--- src/hw/rtl/mvt_pkg.sv ---
package mvt_pkg;

  localparam int unsigned FracBitsDefault = 16;
  localparam int unsigned DataW           = 32;
  localparam int unsigned NumRows         = 4;
  localparam int unsigned NumCols         = 4;
  localparam int unsigned NumRegs         = 8;
  localparam int unsigned RegIdxW         = 4;
  localparam int unsigned CfgDataW        = 64;
  localparam int unsigned ProdW           = 2 * DataW;
  localparam int unsigned PairW           = ProdW + 1;
  localparam int unsigned SumW            = ProdW + 2;

  localparam logic signed [DataW-1:0] WordMax = {1'b0, {(DataW-1){1'b1}}};
  localparam logic signed [DataW-1:0] WordMin = {1'b1, {(DataW-1){1'b0}}};

  // configuration register indexes
  typedef enum logic [RegIdxW-1:0] {
    REG_ROW0_COLS01 = 4'd0,
    REG_ROW0_COLS23 = 4'd1,
    REG_ROW1_COLS01 = 4'd2,
    REG_ROW1_COLS23 = 4'd3,
    REG_ROW2_COLS01 = 4'd4,
    REG_ROW2_COLS23 = 4'd5,
    REG_ROW3_COLS01 = 4'd6,
    REG_ROW3_COLS23 = 4'd7
  } mvt_reg_e;

  typedef struct packed {
    logic signed [DataW-1:0] in_x;
    logic signed [DataW-1:0] in_y;
    logic signed [DataW-1:0] in_z;
    logic signed [DataW-1:0] in_w;
  } mvt_vec_t;

  typedef struct packed {
    logic signed [DataW-1:0] out_x;
    logic signed [DataW-1:0] out_y;
    logic signed [DataW-1:0] out_z;
    logic signed [DataW-1:0] out_w;
    logic                    saturated;
  } mvt_res_t;

  typedef struct packed {
    logic [RegIdxW-1:0]  reg_idx;
    logic [CfgDataW-1:0] wdata;
  } mvt_cfg_t;

  // [row][col]
  typedef logic [NumRows-1:0][NumCols-1:0][DataW-1:0] mvt_mat_t;
  typedef logic [NumRows-1:0][NumCols-1:0][ProdW-1:0] mvt_prod_t;
  typedef logic [NumRows-1:0][1:0][PairW-1:0]         mvt_pair_t;
  typedef logic [NumRows-1:0][SumW-1:0]               mvt_sum_t;

endpackage

--- src/hw/rtl/mvt_chan_if.sv ---
interface mvt_chan_if #(
  parameter type T = logic
) ();
  logic valid;
  logic ready;
  T     data;

  modport source (output valid, output data, input ready);
  modport sink   (input valid, input data, output ready);
endinterface

--- src/hw/rtl/mvt_sat_stage.sv ---
module mvt_sat_stage #(
  parameter int unsigned FracBits = mvt_pkg::FracBitsDefault
) (
  input  logic              clk_i,
  input  logic              rst_ni,
  input  logic              valid_i,
  output logic              ready_o,
  input  mvt_pkg::mvt_sum_t sum_i,
  mvt_chan_if.source        res_o
);
  import mvt_pkg::*;

  logic     valid_q;
  mvt_res_t res_q;
  mvt_res_t res_d;
  logic signed [NumRows-1:0][DataW-1:0] word;
  logic [NumRows-1:0] clamp;

  always_comb begin
    logic signed [SumW-1:0] shifted;
    for (int r = 0; r < NumRows; r++) begin
      // arithmetic shift floors toward minus infinity
      shifted = $signed(sum_i[r]) >>> FracBits;
      clamp[r] = !((&shifted[SumW-1:DataW-1]) || !(|shifted[SumW-1:DataW-1]));
      if (!clamp[r]) begin
        word[r] = shifted[DataW-1:0];
      end else if (shifted[SumW-1]) begin
        word[r] = WordMin;
      end else begin
        word[r] = WordMax;
      end
    end
    res_d.out_x     = word[0];
    res_d.out_y     = word[1];
    res_d.out_z     = word[2];
    res_d.out_w     = word[3];
    res_d.saturated = |clamp;
  end

  assign ready_o     = !valid_q || res_o.ready;
  assign res_o.valid = valid_q;
  assign res_o.data  = res_q;

  always_ff @(posedge clk_i or negedge rst_ni) begin
    if (!rst_ni) begin
      valid_q <= 1'b0;
    end else if (ready_o) begin
      valid_q <= valid_i;
    end
  end

  always_ff @(posedge clk_i) begin
    if (valid_i && ready_o) begin
      res_q <= res_d;
    end
  end

`ifndef SYNTHESIS
  a_sat_flag_extreme: assert property (@(posedge clk_i) disable iff (!rst_ni)
    (valid_q && res_q.saturated) |->
      ((res_q.out_x == WordMax) || (res_q.out_x == WordMin) ||
       (res_q.out_y == WordMax) || (res_q.out_y == WordMin) ||
       (res_q.out_z == WordMax) || (res_q.out_z == WordMin) ||
       (res_q.out_w == WordMax) || (res_q.out_w == WordMin)))
    else $error("saturated flag set with no clamped component");
`endif

endmodule

--- src/flat_wrapper.sv ---
// flat-port wrapper written by rule: the top's interface ports become plain ports
module mvt_sat_stage_flat import mvt_pkg::*;
#(
  parameter int unsigned FracBits = mvt_pkg::FracBitsDefault
)
  (clk_i, rst_ni, valid_i, ready_o, sum_i, res_o_valid, res_o_data, res_o_ready);
  mvt_chan_if res_o_i ();
  input  logic clk_i;
  input  logic rst_ni;
  input  logic valid_i;
  output logic ready_o;
  input  mvt_pkg::mvt_sum_t sum_i;
  output wire logic [$bits(res_o_i.valid)-1:0] res_o_valid;
  output wire logic [$bits(res_o_i.data)-1:0] res_o_data;
  input wire logic [$bits(res_o_i.ready)-1:0] res_o_ready;
  assign res_o_valid = res_o_i.valid;
  assign res_o_data = res_o_i.data;
  assign res_o_i.ready = res_o_ready;
  mvt_sat_stage #(.FracBits(FracBits)) u_core (.clk_i(clk_i), .rst_ni(rst_ni), .valid_i(valid_i), .ready_o(ready_o), .sum_i(sum_i), .res_o(res_o_i));
endmodule
--- config.mk ---
export PLATFORM = sky130hd
export DESIGN_NAME = mvt_sat_stage_flat
export DESIGN_NICKNAME = d
export VERILOG_FILES = /design/src/hw/rtl/mvt_pkg.sv /design/src/hw/rtl/mvt_chan_if.sv /design/src/hw/rtl/mvt_sat_stage.sv /design/src/flat_wrapper.sv
export SDC_FILE = /design/constraint.sdc
export NUM_CORES = 1
export LEC_CHECK = 0
export ABC_AREA = 1
export BUFFER_PORTS_ARGS = -buffer_cell sky130_fd_sc_hd__clkbuf_2
export CORE_AREA = 2 2 104 106
export CTS_CLUSTER_DIAMETER = 120
export DETAILED_ROUTE_END_ITERATION = 12
export DIE_AREA = 0 0 106 108
export PLACE_DENSITY = 0.46
export SLEW_MARGIN = 10
export SYNTH_ARGS = -nofsm -noshare
export SYNTH_HDL_FRONTEND = slang
export SYNTH_SLANG_ARGS = --single-unit
export TNS_END_PERCENT = 20
--- constraint.sdc ---
create_clock -name clk_i -period 1.12 [get_ports clk_i]
set_input_delay 0.224 -clock clk_i [delete_from_list [all_inputs] [get_ports clk_i]]
set_output_delay 0.224 -clock clk_i [all_outputs]
set_load 0.05 [all_outputs]
==> reports/qor.yml <==
status: "finished clean"
gr-usage-all-layers_pct: 5.264
drive_above_1_share_pct: 44.54
worstPathMaxFanout: 3
die_h_um: 108
synth_area_leader_cell: "nor2_1"
cts_root_buf: "clkbuf_8"
skew_ps: 5.187
clk_pin_slew_ps: 30
port-buffer-count: 82
gp_congestion: 0.6700
synth_ff_type: "edfxtp_1"
dieWidth_um: 106
reg2reg_from: "u_core.res_o.valid$_DFFE_PN0N_"
synth.ff_latch_count: 2
setup_viol_count_final: 0
cp_top_family: "flip-flops"
tightest_slew_ps: 289.3
design_area_sq_um: 1388
via_count: 1145
place_area_sq_um: 1230
cts_num_sinks: 2
worstPathRequired_ps: 900
cts_tree: "done"
ys_top_cells_by_count: "55 x nor2_1, 49 x nand2_1, 8 x nand3_1, 8 x nand4_1, 7 x inv_1"
p_leak_nw: 0.6610
maxSlewViolCount: 0
p_per_area_nw_per_um2: 505.9
synth.area.top_cells: "nor2_1 34%, nand2_1 30%, nand4_1 8.1%, nand3_1 6.5%, or2_1 6.1%"
drtIter0Drc: 66
cts_buffers: 3
synth_edf_count: 1
slew_headroom_pct: 80.79
synth_most_common_cell: "nor2_1"
min_period_ps: 1095
wire_per_inst_um: 8.452
cp-end-kind: "primary output"
critPathBufInv: 1
area_growth_pct: 125.4
drtPass1Iterations: 6
top_layer_used: "met4"
ys_seq_area_share_pct: 8.943
critPathArrivalTime_ps: 870
grt_max_degree: 4
grt_pass1_wl_mm: 4.595
worstSkewPairLatency_ps: 210
hold_viol_final: 0
path_class: "reg -> out"
r2r_slack_ps: 180
dr_wl_met2_mm: 1.134
route.met3.wl_um: 346
fmax_ghz: 0.9134
synthesis.area_sq_um: 615.6
core_sq_um: 10230
drc: 0
crit_start: "u_core.res_o.valid$_DFFE_PN0N_"
drt_wl_total_mm: 3.085
netlist.area_leader.share_pct: 33.54
max_stage_delay_ps: 410
hpwl_mm: 2.947
async_flop_share_pct: 50.00
synth.avg_cell_area_sq_um: 4.461
fin_util_pct: 13.56
ioPinCount: 271
dieArea_sq_um: 11450
synth_cell_types: 11
synthCells: 138
grt_pass1_vias: 1038
synth_nets: 406
cts_buffer_depth: 2
via_per_inst: 3.137
overflow: 0
hold_start: "valid_i"
yosysWarnings: 0
nFillCells: 1210
antenna_left: 0
min_path_type: "in -> reg"
antenna_found_initial: 0
rows: 37
htree_levels: 1
cap_violations: 0
rsz0062_at_grt: "true"
n_antenna_cell: 0
wl_met1_mm: 1.564
nets: 498
cts_setup_buffers: 0
start_util_pct: 6.017
max-vdd-ir-drop_uv: 177.1
critPathLaunchType: "flop"
crit_path_cell_trace: "nand2_2 > clkbuf_16"
cpMaxStageDelayCell: "dfrtp_2"
finalCritPeriodShare_pct: 97.75
[kinds of logic (layout without fill, tap and decap cells)]
logic type             after synthesis  after routing  share of synthesized area, %
AO/OA/AOI/OAI                        1              1                        0.8122
AND/OR/NAND/NOR                    128            128                         85.98
flip-flops                           2              2                         8.943
buffers and inverters                7             98                         4.269
[per-layer routing]
metal | vias to the layer above | GRT usage, %
met1 | 447 | 7.445
met2 | 74 | 7.558
met5 | - | 0
met4 | 0 | 2.256
met3 | 2 | 1.266
li1 | 622 | -
[worst paths after layout]
path / endpoint / depth (start not counted)
setup / recovery: ready_o / 2
hold / removal: u_core.res_o.valid$_DFFE_PN0N_ / 3
setup reg to reg: u_core.res_o.data$_DFFE_PP_ / 1
hold reg to reg: u_core.res_o.valid$_DFFE_PN0N_ / 2
max in group asynchronous: u_core.res_o.valid$_DFFE_PN0N_ / 2
min in group asynchronous: u_core.res_o.valid$_DFFE_PN0N_ / 2
[cells in the final DEF, fill, tap and decap left out, drive strengths merged]
cell type / count
nand2: 49
dlygate4sd3: 1
nor3: 1
clkbuf: 82
or2: 6
buf: 8
edfxtp: 1
nor2: 56
inv: 7
dfrtp: 1
a21oi: 1
nand4: 8
nand3: 8
[layout make-up]
cell class                      count  area (sq um)  share of cell area (%)
Clock buffer                        4         45.04                   3.246
Inverter                            7         26.28                   1.894
Multi-Input combinational cell    129         596.8                   43.01
Sequential cell                     2         56.30                   4.058
Tap cell                          136         170.2                   12.26
Timing Repair Buffer               87         493.0                   35.53
[timing repair]
action / in CTS / in global routing
pin swaps: 2 / 8
setup endpoints to repair: 2 / 3
resized for setup: 5 / 19
hold endpoints to repair: 1 / 0
hold buffers: 1 / 0
[flip-flops by register name, indices dropped and copies added (netlist names)]
signal              cells
u_core.res_o.valid      1
u_core.res_o.data       1
[report_power, final]
group	switching [W]	leakage [nW]	internal, W
clock network	0.0000594	0.0228	0.000242
registers	0.00000271	0.0172	0.0000814
logic	0.000148	0.621	0.000168
[metrics by stage]
stage	setup slack, ps	cells	TNS [ps]	power (W)	hold WS [ps]
6_report	25.15	365	0	0.0007019	237.4
5_1_grt	-17.18	365	-29.87	0.0007654	254.3
4_1_cts	8.567	365	0	0.0006885	241.5
3_5_place_dp	-273.4	360	-273.4	0.0003685	0.8455
3_3_place_gp	-262.6	360	-262.6	0.0003623	1.793
2_1_floorplan	96.45	138	0	0.0001762	-71.59
Note: power is estimated with default switching activity, not from simulation.
