[src/hw/rtl/mvt_pkg.sv]
package mvt_pkg;

  localparam int unsigned FracBitsDefault = 16;
  localparam int unsigned DataW           = 32;
  localparam int unsigned NumRows         = 4;
  localparam int unsigned NumCols         = 4;
  localparam int unsigned NumRegs         = 8;
  localparam int unsigned RegIdxW         = 4;
  localparam int unsigned CfgDataW        = 64;
  localparam int unsigned ProdW           = 2 * DataW;
  localparam int unsigned PairW           = ProdW + 1;
  localparam int unsigned SumW            = ProdW + 2;

  localparam logic signed [DataW-1:0] WordMax = {1'b0, {(DataW-1){1'b1}}};
  localparam logic signed [DataW-1:0] WordMin = {1'b1, {(DataW-1){1'b0}}};

  // configuration register indexes
  typedef enum logic [RegIdxW-1:0] {
    REG_ROW0_COLS01 = 4'd0,
    REG_ROW0_COLS23 = 4'd1,
    REG_ROW1_COLS01 = 4'd2,
    REG_ROW1_COLS23 = 4'd3,
    REG_ROW2_COLS01 = 4'd4,
    REG_ROW2_COLS23 = 4'd5,
    REG_ROW3_COLS01 = 4'd6,
    REG_ROW3_COLS23 = 4'd7
  } mvt_reg_e;

  typedef struct packed {
    logic signed [DataW-1:0] in_x;
    logic signed [DataW-1:0] in_y;
    logic signed [DataW-1:0] in_z;
    logic signed [DataW-1:0] in_w;
  } mvt_vec_t;

  typedef struct packed {
    logic signed [DataW-1:0] out_x;
    logic signed [DataW-1:0] out_y;
    logic signed [DataW-1:0] out_z;
    logic signed [DataW-1:0] out_w;
    logic                    saturated;
  } mvt_res_t;

  typedef struct packed {
    logic [RegIdxW-1:0]  reg_idx;
    logic [CfgDataW-1:0] wdata;
  } mvt_cfg_t;

  // [row][col]
  typedef logic [NumRows-1:0][NumCols-1:0][DataW-1:0] mvt_mat_t;
  typedef logic [NumRows-1:0][NumCols-1:0][ProdW-1:0] mvt_prod_t;
  typedef logic [NumRows-1:0][1:0][PairW-1:0]         mvt_pair_t;
  typedef logic [NumRows-1:0][SumW-1:0]               mvt_sum_t;

endpackage

[src/hw/rtl/mvt_sum_stage.sv]
module mvt_sum_stage (
  input  logic               clk_i,
  input  logic               rst_ni,
  input  logic               valid_i,
  output logic               ready_o,
  input  mvt_pkg::mvt_prod_t prod_i,
  output logic               valid_o,
  input  logic               ready_i,
  output mvt_pkg::mvt_sum_t  sum_o
);
  import mvt_pkg::*;

  logic      pair_valid_q;
  logic      sum_valid_q;
  logic      pair_ready;
  mvt_pair_t pair_q;
  mvt_sum_t  sum_q;

  assign pair_ready = !sum_valid_q || ready_i;
  assign ready_o    = !pair_valid_q || pair_ready;
  assign valid_o    = sum_valid_q;
  assign sum_o      = sum_q;

  always_ff @(posedge clk_i or negedge rst_ni) begin
    if (!rst_ni) begin
      pair_valid_q <= 1'b0;
      sum_valid_q  <= 1'b0;
    end else begin
      if (ready_o) begin
        pair_valid_q <= valid_i;
      end
      if (pair_ready) begin
        sum_valid_q <= pair_valid_q;
      end
    end
  end

  // first level: columns 0+1 and 2+3 of each row
  always_ff @(posedge clk_i) begin
    if (valid_i && ready_o) begin
      for (int r = 0; r < NumRows; r++) begin
        pair_q[r][0] <= PairW'($signed(prod_i[r][0])) + PairW'($signed(prod_i[r][1]));
        pair_q[r][1] <= PairW'($signed(prod_i[r][2])) + PairW'($signed(prod_i[r][3]));
      end
    end
  end

  // second level: exact row total
  always_ff @(posedge clk_i) begin
    if (pair_valid_q && pair_ready) begin
      for (int r = 0; r < NumRows; r++) begin
        sum_q[r] <= SumW'($signed(pair_q[r][0])) + SumW'($signed(pair_q[r][1]));
      end
    end
  end

endmodule

[config.mk]
export PLATFORM = sky130hd
export DESIGN_NAME = mvt_sum_stage
export DESIGN_NICKNAME = d
export VERILOG_FILES = /design/src/hw/rtl/mvt_pkg.sv /design/src/hw/rtl/mvt_sum_stage.sv
export SDC_FILE = /design/constraint.sdc
export NUM_CORES = 2
export LEC_CHECK = 0
export BUFFER_PORTS_ARGS = -buffer_cell sky130_fd_sc_hd__buf_2
export CAP_MARGIN = 0
export CORE_AREA = 2 2 503 505
export CTS_BUF_LIST = sky130_fd_sc_hd__clkbuf_8 sky130_fd_sc_hd__clkbuf_16
export DETAILED_ROUTE_END_ITERATION = 8
export DIE_AREA = 0 0 505 507
export HOLD_SLACK_MARGIN = 0.03
export PLACE_DENSITY_LB_ADDON = 0.08
export SYNTH_ARGS = -nofsm -noshare
export SYNTH_HDL_FRONTEND = slang
export SYNTH_SLANG_ARGS = --single-unit
[constraint.sdc]
create_clock -name clk_i -period 19.3 [get_ports clk_i]
set_input_delay 2.895 -clock clk_i [delete_from_list [all_inputs] [get_ports clk_i]]
set_output_delay 2.895 -clock clk_i [all_outputs]
set_load 0.02 [all_outputs]
==> metrics.md <==
| Metric | Value |
|---|---|
| Mapped Nets | `9090` |
| Reg2reg start | `pair_q[130]$_DFFE_PP_` |
| Setup CP Type | `in -> reg` |
| Die height | `507 um` |
| Non-filler instance count after layout | `11800` |
| Synth Area in Simple Gates | `12.9%` |
| Post-Synth Adder-Cell Area | `14.6%` |
| Multiplexer share of the synthesized area | `0.0907%` |
| Fin util | `32.3%` |
| Resized cells post-CTS | `0` |
| GPL Wtd Cong | `0.963` |
| Async S/R FF share, synth | `0.254%` |
| Xor/xnor share of the synthesized area | `9.43%` |
| Final setup fails | `0` |
| Final worst path period share | `34.4%` |
| Die Wd | `505 um` |
| Antenna violation net count after detailed routing | `0` |
| Most frequent cell on the critical path | `o21ai_0` |
| Crit Path Max Fanout | `4` |
| Max-slew headroom | `25.2%` |
| Synth cell types | `82` |
| YS warnings | `0` |
| Hold Buf Count CTS | `0` |
| Global-route wire length before repair | `436000 um` |
| Endpoint, Worst Hold | `valid_o$_DFFE_PN0P_` |
| Nets | `10200` |
| Initial antenna violation count | `92` |
| Maxcap violations | `0` |
| Crit. Startpoint | `prod_i[128]` |
| Pwr dens | `97.0 mW/mm^2` |
| Min Clock Period, post-route | `6630 ps` |
| Status | `finished clean` |
| Total Routed Length | `307000 um` |
| Setup bufs post-CTS | `0` |
| Root buffer cell | `clkbuf_16` |
| Fmax | `0.151 GHz` |
| Area delta synth->final | `19.6%` |
| Min-delay src | `pair_valid_q$_DFFE_PN0N_` |
| Clock Skew | `38.3 ps` |
| Crit path DAT | `7130 ps` |
| DP HPWL | `263000 um` |
| Critical path, cell by cell | `buf_2 > ha_1 > fa_1 > a21o_1 > a21oi_1 > o21ai_0 > a21oi_1 > o21ai_0 > o2bb2ai_1 > o21ai_0 > o21ai_0 > a21oi_1 > o21ai_0 > xor2_1` |
| Clock sink total | `786` |
| Syn_area_per_cell | `9.29 um^2` |
| Maximum root-to-sink buffer count | `3` |
| Number of DRC markers in iteration 0 | `4607` |
| Clock latency on the worst-skew pair | `770 ps` |
| Reg-to-reg setup timing slack | `14600 ps` |
| Fin. Hold Viols | `0` |
| Fillers | `26600` |
| CP startpoint kind | `primary input` |
| RR Endpoint | `sum_o[130]$_DFFE_PP_` |
| CTS tree | `built` |
| Seq/Total Area, Yosys | `34.9%` |
| Post-DR vias/cell | `5.25` |
| Hold path depth | `1` |
| IO Pins | `1294` |
| Unrepaired setup endpoints after global routing | `no` |
| WP buf/inv | `1` |
| Main combinational cell family by area after synthesis | `compound AO/OA/AOI/OAI gates` |
| Pleak | `35.1 nW` |
| Ys flop type | `edfxtp_1` |
| Setup TNS | `0 ps` |
| Number of cells on the critical path | `14` |
| Gate Count Post-Synth | `7278` |
| Clock-pin slew on the worst setup and hold paths | `60 ps` |
| Placed Cells | `11600` |
| Area of the core | `0.250 mm^2` |
| EDFF count, synth | `784` |
| CP Capture Type | `register` |
| Worst EP required | `19800 ps` |
| Initial DRT Pass Iterations | `5` |
| Vias in the first global route | `62300` |
| # H-tree levels | `3` |
| Placed Area | `0.0772 mm^2` |
| Synthesis-stage register bit count | `786` |
| Post-layout instance area | `0.0809 mm^2` |
| Die area | `0.256 mm^2` |
| Overall routing resource usage | `23.0%` |
| Fraction of layout cells with a size suffix above 1 | `18.2%` |
| Synth Area in Compound Gates | `25.0%` |
| Post-Syn Area | `0.0676 mm^2` |
| Initial Util | `27.0%` |
| Slew @ Worst Pin | `1120 ps` |
| CP delay by family, top | `compound AO/OA/AOI/OAI gates` |
| Final Power | `0.00784 W` |
| Slew Viols, Final | `0` |
| Grt total ovfl | `0` |
| Largest net degree at the start of global routing | `150` |
| DRC violations left | `0` |
| PortBufs | `1293` |
| Largest stage delay, worst path | `570 ps` |
| FF-to-FF path depth | `15` |
| Row count | `184` |
| Hold crit path type | `reg -> reg` |
| DR vias | `62200` |
| WL/cell | `25.9 um` |
| Slowest cell on crit path | `a21oi_1` |
| Num CTS Buffers | `105` |
| Peak VDD IR | `0.0812 mV` |
==> per-stage QoR <==
stage	hold WS, ps	setup WS (ps)
after detailed placement	513	11880
final	533	12670
after CTS	529	12760
after global routing	557	12430
after floorplan	449	3430
after global placement	470	11900
==> Yosys cell counts, types with 80 or more instances <==
master    number  share of area, %
a21oi_1      874               6.5
nor2b_1       90              0.83
o21ai_0      459               3.4
a21o_1       533               5.9
inv_1        224               1.2
a31oi_1       96              0.89
nand3_1      162               1.2
edfxtp_1     784                35
xor2_1       289               3.7
nand2b_1      84              0.78
ha_1         772                14
nand4_1      207               1.9
o21bai_1     153               1.7
nor2_1       350               1.9
clkbuf_1     320               1.8
nand2_1      526               2.9
xnor2_1      439               5.7
nor3_1        80              0.59
==> layout by cell type, fill, tap and decap left out, types with 289 or more instances in the layout <==
| master | count |
|---|---|
| nor2_1 | 350 |
| nand2_1 | 526 |
| buf_2 | 1293 |
| ha_1 | 772 |
| xor2_1 | 289 |
| edfxtp_1 | 784 |
| xnor2_1 | 439 |
| a21o_1 | 533 |
| a21oi_1 | 874 |
| o21ai_0 | 459 |
==> sequential cells by signal, indices dropped and copies added, names as in the netlist <==
register / cells
pair_q: 520
sum_o: 264
pair_valid_q: 1
valid_o: 1
==> logic make-up (layout without fill, tap and decap cells) <==
logic type | after synthesis | count (layout)
xor gates and xnor gates | 728 | 728
AOI/OAI and AO/OA | 2651 | 2651
DFF | 786 | 786
muxes | 6 | 6
adders and majority gates | 784 | 784
other | 0 | 29
and+or+nand+nor | 1766 | 1766
buffers and inverters | 557 | 1737
==> layer usage <==
metal | vias up | routed length (um) | track usage [%]
met5 | - | 54 | 0
met1 | 30000 | 131000 | 29.0
met2 | 2038 | 151000 | 40.3
met3 | 376 | 14700 | 2.97
li1 | 29700 | - | -
met4 | 10 | 9960 | 7.53
==> power breakdown <==
| part | switching [W] | internal, W | total [W] | leakage (nW) |
|---|---|---|---|---|
| clock network | 0.000847 | 0.00120 | 0.00204 | 1.81 |
| registers | 0.000150 | 0.00236 | 0.00251 | 7.55 |
| logic | 0.00213 | 0.00116 | 0.00329 | 25.7 |
| total | 0.00313 | 0.00471 | 0.00784 | 35.1 |
==> cell type report <==
type,count,area [um^2],area share (%)
multi-input cells,5935,41900,51.8
diodes,29,72.6,0.0897
well taps,3348,4190,5.18
clock inverters,92,913,1.13
inverters,224,841,1.04
flip-flops and latches,786,23600,29.2
clock buffers,108,2670,3.30
repair buffers,1313,6660,8.23
==> worst max-delay path by stage <==
stage          slack [ps]                     to
6_report            12670  pair_q[125]$_DFFE_PP_
5_1_grt             12430  pair_q[125]$_DFFE_PP_
4_1_cts             12760  pair_q[125]$_DFFE_PP_
3_5_place_dp        11880  pair_q[125]$_DFFE_PP_
3_3_place_gp        11900  pair_q[125]$_DFFE_PP_
2_1_floorplan        3430    pair_q[0]$_DFFE_PP_
Power figures use the tool's default switching activity.
